<file path="src/hdl/cdtum_pkg.sv">
package cdtum_pkg;

  localparam int unsigned MillisW = 42;
  localparam int unsigned DaysW   = 16;
  localparam int unsigned SodW    = 17;
  localparam int unsigned SecsW   = 32;

  localparam logic [MillisW-1:0] FallbackReset = 42'd1735689600000;

  localparam logic [13:0] YearMin = 14'd2020;
  localparam logic [13:0] YearMax = 14'd2100;
  localparam logic [6:0]  YearEnd = 7'd80;    // 2100 - 2020, a century year with no leap day

  localparam logic [DaysW-1:0] DaysTo2020  = 16'd18262;
  localparam logic [DaysW-1:0] DaysPerYear = 16'd365;
  localparam logic [SecsW-1:0] SecsPerDay  = 32'd86400;
  localparam logic [MillisW-1:0] MsPerSec  = 42'd1000;

  typedef struct packed {
    logic             rejected;
    logic [DaysW-1:0] days;
    logic [SodW-1:0]  sod;
  } cdtum_s1_t;

  // Days before the first of the month, month given as 1..12.
  function automatic logic [8:0] days_before_month(input logic [3:0] month);
    logic [8:0] d;
    case (month)
      4'd1:    d = 9'd0;
      4'd2:    d = 9'd31;
      4'd3:    d = 9'd59;
      4'd4:    d = 9'd90;
      4'd5:    d = 9'd120;
      4'd6:    d = 9'd151;
      4'd7:    d = 9'd181;
      4'd8:    d = 9'd212;
      4'd9:    d = 9'd243;
      4'd10:   d = 9'd273;
      4'd11:   d = 9'd304;
      4'd12:   d = 9'd334;
      default: d = 9'd0;
    endcase
    return d;
  endfunction

endpackage

</file>
<file path="src/hdl/cdtum_front.sv">
module cdtum_front import cdtum_pkg::*; (
  input  logic       clk_i,
  input  logic       rst_ni,
  input  logic       start_i,
  input  logic       too_short_i,
  input  logic [13:0] year_i,
  input  logic [6:0] month_i,
  input  logic [6:0] day_i,
  input  logic [6:0] hour_i,
  input  logic [6:0] minute_i,
  input  logic [6:0] second_i,
  output logic       valid_o,
  output cdtum_s1_t  s1_o
);

  logic            valid_q;
  cdtum_s1_t       s1_d, s1_q;
  logic [6:0]      yo;
  logic [7:0]      leaps;
  logic            leap_now;
  logic [DaysW-1:0] days_in_year;

  always_comb begin
    s1_d.rejected = too_short_i
                  || !(year_i inside {[YearMin:YearMax]})
                  || !(month_i inside {[7'd1:7'd12]})
                  || !(day_i inside {[7'd1:7'd31]})
                  || (hour_i > 7'd23) || (minute_i > 7'd59) || (second_i > 7'd59);

    // Year offset from 2020; only meaningful when the year is in range
    yo       = 7'(year_i - YearMin);
    // Leap years in 2020..year-1: every fourth, 2100 never reached
    leaps    = ({1'b0, yo} + 8'd3) >> 2;
    leap_now = (yo[1:0] == 2'b00) && (yo != YearEnd);

    days_in_year = {7'd0, days_before_month(month_i[3:0])}
                 + {15'd0, (month_i > 7'd2) && leap_now}
                 + {9'd0, 7'(day_i - 7'd1)};

    s1_d.days = DaysTo2020
              + 16'(DaysPerYear * {9'd0, yo})
              + {8'd0, leaps}
              + days_in_year;

    s1_d.sod = 17'({10'd0, hour_i} * 17'd3600)
             + 17'({10'd0, minute_i} * 17'd60)
             + {10'd0, second_i};
  end

  always_ff @(posedge clk_i or negedge rst_ni) begin
    if (!rst_ni) begin
      valid_q <= 1'b0;
    end else begin
      valid_q <= start_i;
    end
  end

  always_ff @(posedge clk_i) begin
    s1_q <= s1_d;
  end

  assign valid_o = valid_q;
  assign s1_o    = s1_q;

endmodule

</file>
<file path="src/hdl/calendar_datetime_to_unix_millis.sv">
// Converts a split UTC date and time to Unix time in milliseconds.
//
// Input channel: drive the fields and pulse start_i; a transfer happens at
// every rising edge with start_i high and busy_o low. busy_o is always low,
// so one item may be taken in every cycle.
// Result channel: done_o is high for exactly one cycle with unix_millis_o
// and used_fallback_o; the receiver cannot stall it and must take it then.
// done_o rises once the item has passed the front register, the second-stage
// register and the output register; throughput is one item per cycle.
// Stage one checks ranges and counts days and second of day, stage two
// multiplies days by 86400, stage three scales by 1000 and picks the
// fallback for a rejected item.
// Rejected items (short string, field out of range, year not in 2020..2100)
// return the fallback register and raise used_fallback_o.
// Configuration: fallback_we_i writes fallback_wdata_i into the register;
// write only while no item is in flight.
// Reset empties the pipeline and loads the fallback with 2025-01-01 00:00:00.
module calendar_datetime_to_unix_millis import cdtum_pkg::*; (
  input  logic              clk_i,
  input  logic              rst_ni,
  input  logic              start_i,
  output logic              busy_o,
  input  logic              too_short_i,
  input  logic [13:0]       year_i,
  input  logic [6:0]        month_i,
  input  logic [6:0]        day_i,
  input  logic [6:0]        hour_i,
  input  logic [6:0]        minute_i,
  input  logic [6:0]        second_i,
  input  logic              fallback_we_i,
  input  logic [MillisW-1:0] fallback_wdata_i,
  output logic              done_o,
  output logic [MillisW-1:0] unix_millis_o,
  output logic              used_fallback_o
);

  logic              s1_valid;
  cdtum_s1_t         s1;
  logic              s2_valid_q;
  logic              s2_rej_q;
  logic [SecsW-1:0]  secs_d, secs_q;
  logic [MillisW-1:0] fallback_q;
  logic              done_q;
  logic              used_q;
  logic [MillisW-1:0] millis_d, millis_q;

  assign busy_o = 1'b0;

  cdtum_front u_front (
    .clk_i       (clk_i),
    .rst_ni      (rst_ni),
    .start_i     (start_i),
    .too_short_i (too_short_i),
    .year_i      (year_i),
    .month_i     (month_i),
    .day_i       (day_i),
    .hour_i      (hour_i),
    .minute_i    (minute_i),
    .second_i    (second_i),
    .valid_o     (s1_valid),
    .s1_o        (s1)
  );

  always_ff @(posedge clk_i or negedge rst_ni) begin
    if (!rst_ni) begin
      fallback_q <= FallbackReset;
    end else if (fallback_we_i) begin
      fallback_q <= fallback_wdata_i;
    end
  end

  // Seconds since the epoch fit in 32 bits for years up to 2100
  assign secs_d = 32'({16'd0, s1.days} * SecsPerDay) + {15'd0, s1.sod};

  always_ff @(posedge clk_i or negedge rst_ni) begin
    if (!rst_ni) begin
      s2_valid_q <= 1'b0;
      done_q     <= 1'b0;
    end else begin
      s2_valid_q <= s1_valid;
      done_q     <= s2_valid_q;
    end
  end

  always_ff @(posedge clk_i) begin
    s2_rej_q <= s1.rejected;
    secs_q   <= secs_d;
  end

  always_comb begin
    if (s2_rej_q) begin
      millis_d = fallback_q;
    end else begin
      millis_d = 42'({10'd0, secs_q} * MsPerSec);
    end
  end

  always_ff @(posedge clk_i) begin
    used_q   <= s2_rej_q;
    millis_q <= millis_d;
  end

  assign done_o          = done_q;
  assign unix_millis_o   = millis_q;
  assign used_fallback_o = used_q;

  // A result strobe only ever follows an item held in the second stage
  assert property (@(posedge clk_i) disable iff (!rst_ni)
    done_o |-> $past(s2_valid_q))
    else $error("result strobe without an item in flight");

  // An accepted item in range never yields a time before 2020
  assert property (@(posedge clk_i) disable iff (!rst_ni)
    (s1_valid && !s1.rejected) |-> (s1.days >= DaysTo2020))
    else $error("day count below 2020 for an accepted date");

  // A rejected item carries the fallback value unchanged
  assert property (@(posedge clk_i) disable iff (!rst_ni)
    (done_o && used_fallback_o && $stable(fallback_q)) |-> (unix_millis_o == fallback_q))
    else $error("rejected item did not return the fallback");

endmodule
</file>
<file path="config.mk">
export PLATFORM = sky130hd
export DESIGN_NAME = calendar_datetime_to_unix_millis
export DESIGN_NICKNAME = d
export VERILOG_FILES = /design/src/hdl/cdtum_pkg.sv /design/src/hdl/cdtum_front.sv /design/src/hdl/calendar_datetime_to_unix_millis.sv
export SDC_FILE = /design/constraint.sdc
export NUM_CORES = 1
export LEC_CHECK = 0
export BUFFER_PORTS_ARGS = -buffer_cell sky130_fd_sc_hd__buf_2
export CAP_MARGIN = 20
export CORE_ASPECT_RATIO = 1.2
export CORE_MARGIN = 1
export CORE_UTILIZATION = 45
export DETAILED_ROUTE_END_ITERATION = 12
export PLACE_DENSITY_LB_ADDON = 0.2
export SYNTH_ARGS = -nofsm -noshare
export SYNTH_HDL_FRONTEND = slang
export SYNTH_HIERARCHICAL = 1
export SYNTH_SLANG_ARGS = --single-unit
export TNS_END_PERCENT = 1
</file>
<file path="constraint.sdc">
create_clock -name clk_i -period 5.2 [get_ports clk_i]
set_input_delay 0.78 -clock clk_i [delete_from_list [all_inputs] [get_ports clk_i]]
set_output_delay 0.78 -clock clk_i [all_outputs]
set_load 0.03 [all_outputs]
</file>
======== Word level (Yosys, flattened, before mapping) ========
Memories as Yosys holds them, arrays and structs flattened.
Cells that the tools add are included.
word-level totals
  output and inout bits ................... 45
  memory bits (read-only) ................. 144
  memories kept ........................... 1
  bits in registers ....................... 155
  word-level logic and storage cells ...... 56
cells by class
  reduce and logical (&&, ||, !) cells .... 15
  multiply operators ...................... 5
  multiplexer cells ....................... 1
  eq/ne operators ......................... 1
  $lt $le $gt $ge ......................... 10
  add/sub/neg operators ................... 11
memories
  name              depth  bits a word  rd ports  clocked after memory_dff  write ports  line             RTL
  (name not given)  16     9            1         0                         0            cdtum_pkg.sv:28  case (month)
operator list
  kind                                                                     count
  42-bit 2-to-1 mux                                                        1
  32-bit by 7-bit multiplier with 39-bit output, second input constant     1
  32-bit by 17-bit adder with 32-bit output                                1
  16-bit by 10-bit multiplier with 25-bit output, second input constant    1
  17-bit by 13-bit adder with 17-bit output                                1
  17-bit by 7-bit adder with 17-bit output                                 1
  15-bit by 16-bit adder with 16-bit output, first input constant          1
  16-bit adder                                                             1
  16-bit by 6-bit adder with 16-bit output                                 1
  16-bit by 7-bit adder with 16-bit output                                 1
  9-bit by 7-bit multiplier with 16-bit output, first input constant       1
  14-bit by 11-bit >= comparator with 1-bit output, second input constant  1
  7-bit by 1-bit >= comparator with 1-bit output, second input constant    2
  7-bit by 6-bit > comparator with 1-bit output, second input constant     2
  14-bit by 12-bit <= comparator with 1-bit output, second input constant  1
  7-bit by 8-bit multiplier with 13-bit output, second input constant      1
  7-bit by 4-bit multiplier with 11-bit output, second input constant      1
  9-bit by 1-bit adder with 10-bit output                                  1
  7-bit by 2-bit adder with 8-bit output, second input constant            1
  7-bit by 2-bit > comparator with 1-bit output, second input constant     1
  7-bit by 5-bit > comparator with 1-bit output, second input constant     1
  7-bit by 4-bit <= comparator with 1-bit output, second input constant    1
  7-bit by 5-bit <= comparator with 1-bit output, second input constant    1
  7-bit inequality test, second input constant                             1
  other kinds (6)                                                          17

======== Longest topological paths before layout ========
  depth in word-level cells ............... 9
  depth in mapped cells ................... 23
  gate-level depth less buffers ........... 23

======== Hierarchy ========
Netlist, hierarchy kept.
by module, submodules not included
  module                            area each (µm²)  seq. area each (µm²)  times used  cells an instance
  calendar_datetime_to_unix_millis  12,453.2         2,643.8               1           1,215
  cdtum_front                       5,611.6          705.7                 1           586

======== Worst setup path before layout ========
Ideal clock, no wire load.
  path kind ............................... input -> register
  start point ............................. input year_i[2]
  end point ............................... register u_front.s1_q (netlist bit u_front/s1_o[31])
  arrival time ............................ 5,827 ps
  cell stages on the path ................. 21
  setup time .............................. 72 ps
  required time ........................... 5,128 ps
  path slack .............................. -699 ps
  cell sequence ........................... inv_1 -> ha_1 -> xor2_1 -> ha_1 -> nand2_1 -> nor3_1 -> fa_1 -> inv_1 -> fa_1 -> inv_1 -> fa_1 -> fa_1 -> inv_1 -> fa_1 -> inv_1 -> ha_1 -> o21ai_1 -> a21oi_1 -> a311o_1 -> a21oi_1 -> xnor2_1
RTL lines
  item                  line                                    RTL
  from (decl)           calendar_datetime_to_unix_millis.sv:24  input logic [13:0] year_i,
  to (signal assigned)  cdtum_front.sv:59                       s1_q <= s1_d;
  to (decl)             cdtum_front.sv:17                       cdtum_s1_t s1_d, s1_q;

==> impl_metrics.tcl <==
set metrics [dict create \
    fmax_mhz 197.4 \
    antenna_found_initial 0 \
    fin_util_pct 54.67 \
    ys_types 89 \
    finClkSkew_ns 0.009966 \
    r2r-end "secs_q[29]" \
    setup_viol 0 \
    drc_errors 0 \
    r2r_cells 19 \
    finalCritPeriodShare_pct 97.41 \
    dp.cells 2583 \
    ioPinCount 141 \
    slew_violations 0 \
    grt_util_met1_pct 21.27 \
    ys_seq_area_share_pct 18.54 \
    clockBufferDepth 2 \
    async_flop_share_pct 29.03 \
    arrival_ns 5.40 \
    use_met2_pct 32.94 \
    setup.worst_path.class "primary input to flip-flop" \
    syn_area_um2 18060 \
    drt_iter0_drc 371 \
    final_common_cell "ha_1" \
    drive_above_1_share_pct 25.18 \
    rsz0062_at_grt "true" \
    dieArea_um2 40950 \
    worstPathRequired_ns 5.53 \
    synth.net_count 2419 \
    grt_usage_pct 17.87 \
    startpoint "year_i[2]" \
    start_util_pct 45.57 \
    ant_nets 0 \
    top_usage_layer "met2" \
    cts_hold_buffers 0 \
    portBuffers 139 \
    finalNonFillerCells 2630 \
    grt_pass1_vias 13440 \
    synth-edff-count 0 \
    netlist_instances 1801 \
    wire_per_inst_um 13.27 \
    n_antenna_cell 0 \
    cts_tree "built" \
    period_minus_slack_ns 5.065 \
    cp_slowest_cell "fa_1" \
    cts_root_buffer "clkbuf_16" \
    core_area_um2 39640 \
    fin_nets 2702 \
    syn_to_final_growth_pct 19.96 \
    die_h_um 221.5 \
    clock_sinks 155 \
    avgSynthCellArea_um2 10.03 \
    met3_usage_pct 1.712 \
    critPathMaxFanout 4 \
    hold_viol_final 0 \
    ys_warn_count 6 \
    critPathCaptureType "flip-flop" \
    cap_violations 0 \
    grt_pass1_wl_um 60200 \
    clk_latency_ns 0.44 \
    cts_buffers 17 \
    critical_path.max_stage_delay_ns 0.53 \
    hpwl_um 29820 \
    grt_max_degree 53 \
    worst_slew_pin_slew_ns 0.9788 \
    critical_path.endpoint "u_front/s1_o[26]" \
    drt_wl_total_um 34910 \
    status "complete, no violations" \
    avgViaCountPerCell 4.914 \
    rr_startpoint "u_front/s1_o[23]" \
    die_x_um 184.9 \
    vias 12920 \
    hold_path_class "flip-flop to flip-flop" \
    drt_pass1_iterations 4 \
    critPathLaunchType "primary input" \
    synth-seq-cells 155 \
    std_cell_rows 80 \
    gr-total-overflow 0 \
    htree_levels 4 \
    layout_common_cells "ha_1 (302), inv_1 (295), fa_1 (202)" \
    synth_ff_type "dfxtp_1" \
    regToRegSetupSlack_ns 0.13 \
    max_slew_margin_pct 34.75 \
    gp_congestion 0.8342 \
    clk_pin_slew_ns 0.06 \
]
-- per-stage QoR --
step / hold slack [ns] / setup slack [ns] / setup TNS [ns] / instance area, µm²
after global routing: 0.3320 / -0.08799 / -0.4667 / 21670
after global placement: 0.3104 / -0.4545 / -3.325 / 20480
after floorplan: 0.3096 / -0.2730 / -1.465 / 18180
after CTS: 0.3270 / -0.07561 / -0.3323 / 21140
after detailed placement: 0.3121 / -0.5723 / -4.894 / 20480
final: 0.3264 / 0.1349 / 0 / 21670
-- how the worst min path moves through the flow --
| stage | from | cells after the start | slack, ns | end |
|---|---|---|---|---|
| 6_report | u_front/s1_o[1] | 0 | 0.33 | secs_q[1] |
| 5_1_grt | u_front/s1_o[1] | 0 | 0.33 | secs_q[1] |
| 4_1_cts | u_front/s1_o[1] | 0 | 0.33 | secs_q[1] |
| 3_5_place_dp | u_front/s1_o[1] | 0 | 0.31 | secs_q[1] |
| 3_3_place_gp | u_front/s1_o[0] | 0 | 0.31 | secs_q[0] |
| 2_1_floorplan | u_front/s1_o[33] | 0 | 0.31 | s2_rej_q |
-- cell families (layout without fill, tap and decap cells) --
logic type	Yosys count	in the layout	synth area share [%]
adders and majority gates	522	522	44.67
buffers and inverters	348	644	7.314
AOI/OAI and AO/OA	321	321	12.03
and+or+nand+nor	275	275	7.868
DFF	155	155	18.54
xor gates and xnor gates	126	126	6.213
muxes	53	53	3.338
other	1	1	0.02076
-- metal layers --
layer / vias to the layer above / routed length [µm]
li1: 6579 / -
met5: - / 0
met4: 0 / 829
met1: 6119 / 15480
met2: 178 / 17830
met3: 48 / 769
-- area by class of cell --
cell class	instances	area [µm²]
flip-flops and latches	155	3362
multi-input cells	1298	13940
clock buffers	18	429.2
fillers	3607	17970
inverters	313	1184
repair buffers	299	1904
clock inverters	14	182.7
well taps	533	666.9
-- flip-flops by register name, summed over array words and instances, names as in the netlist --
signal and cells:
fallback_q 42, unix_millis_o 42, u_front/s1_o 34, secs_q 32, done_o 1, s2_rej_q 1
s2_valid_q 1, u_front/valid_o 1, used_fallback_o 1
-- timing repair --
item / CTS / global route
setup buffers: 2 / 13
gates resized for setup: 5 / 95
setup endpoints to repair: 19 / 32
hold endpoints to repair: 0 / 0
pin swaps: 5 / 59
-- synth_stat cells, drive strengths merged (17+ instances only) --
cell type	instances	area, µm²
a21o	40	300.3
a21oi	88	462.9
clkbuf	29	108.9
dfrtp	28	700.7
dfstp	17	446.7
dfxtp	110	2202
fa	205	4104
ha	317	3966
inv	313	1175
mux2	48	540.5
nand2	88	340.3
nand3	17	85.08
nor2	53	198.9
nor3	18	105.1
o21ai	82	429.2
xnor2	93	814.5
xor2	33	307.8
-- worst max-delay path, delay by kind of cell --
family	cells	cell delay (ns)
buffers and inverters	11	0.97
AO/OA/AOI/OAI	3	0.33
adder cells (fa/ha/maj)	7	2.79
XOR/XNOR	2	0.29
AND/OR/NAND/NOR	2	0.22
Power is not shown: default switching activity piles up to over one toggle a cycle in this logic, so the estimate is an artifact.
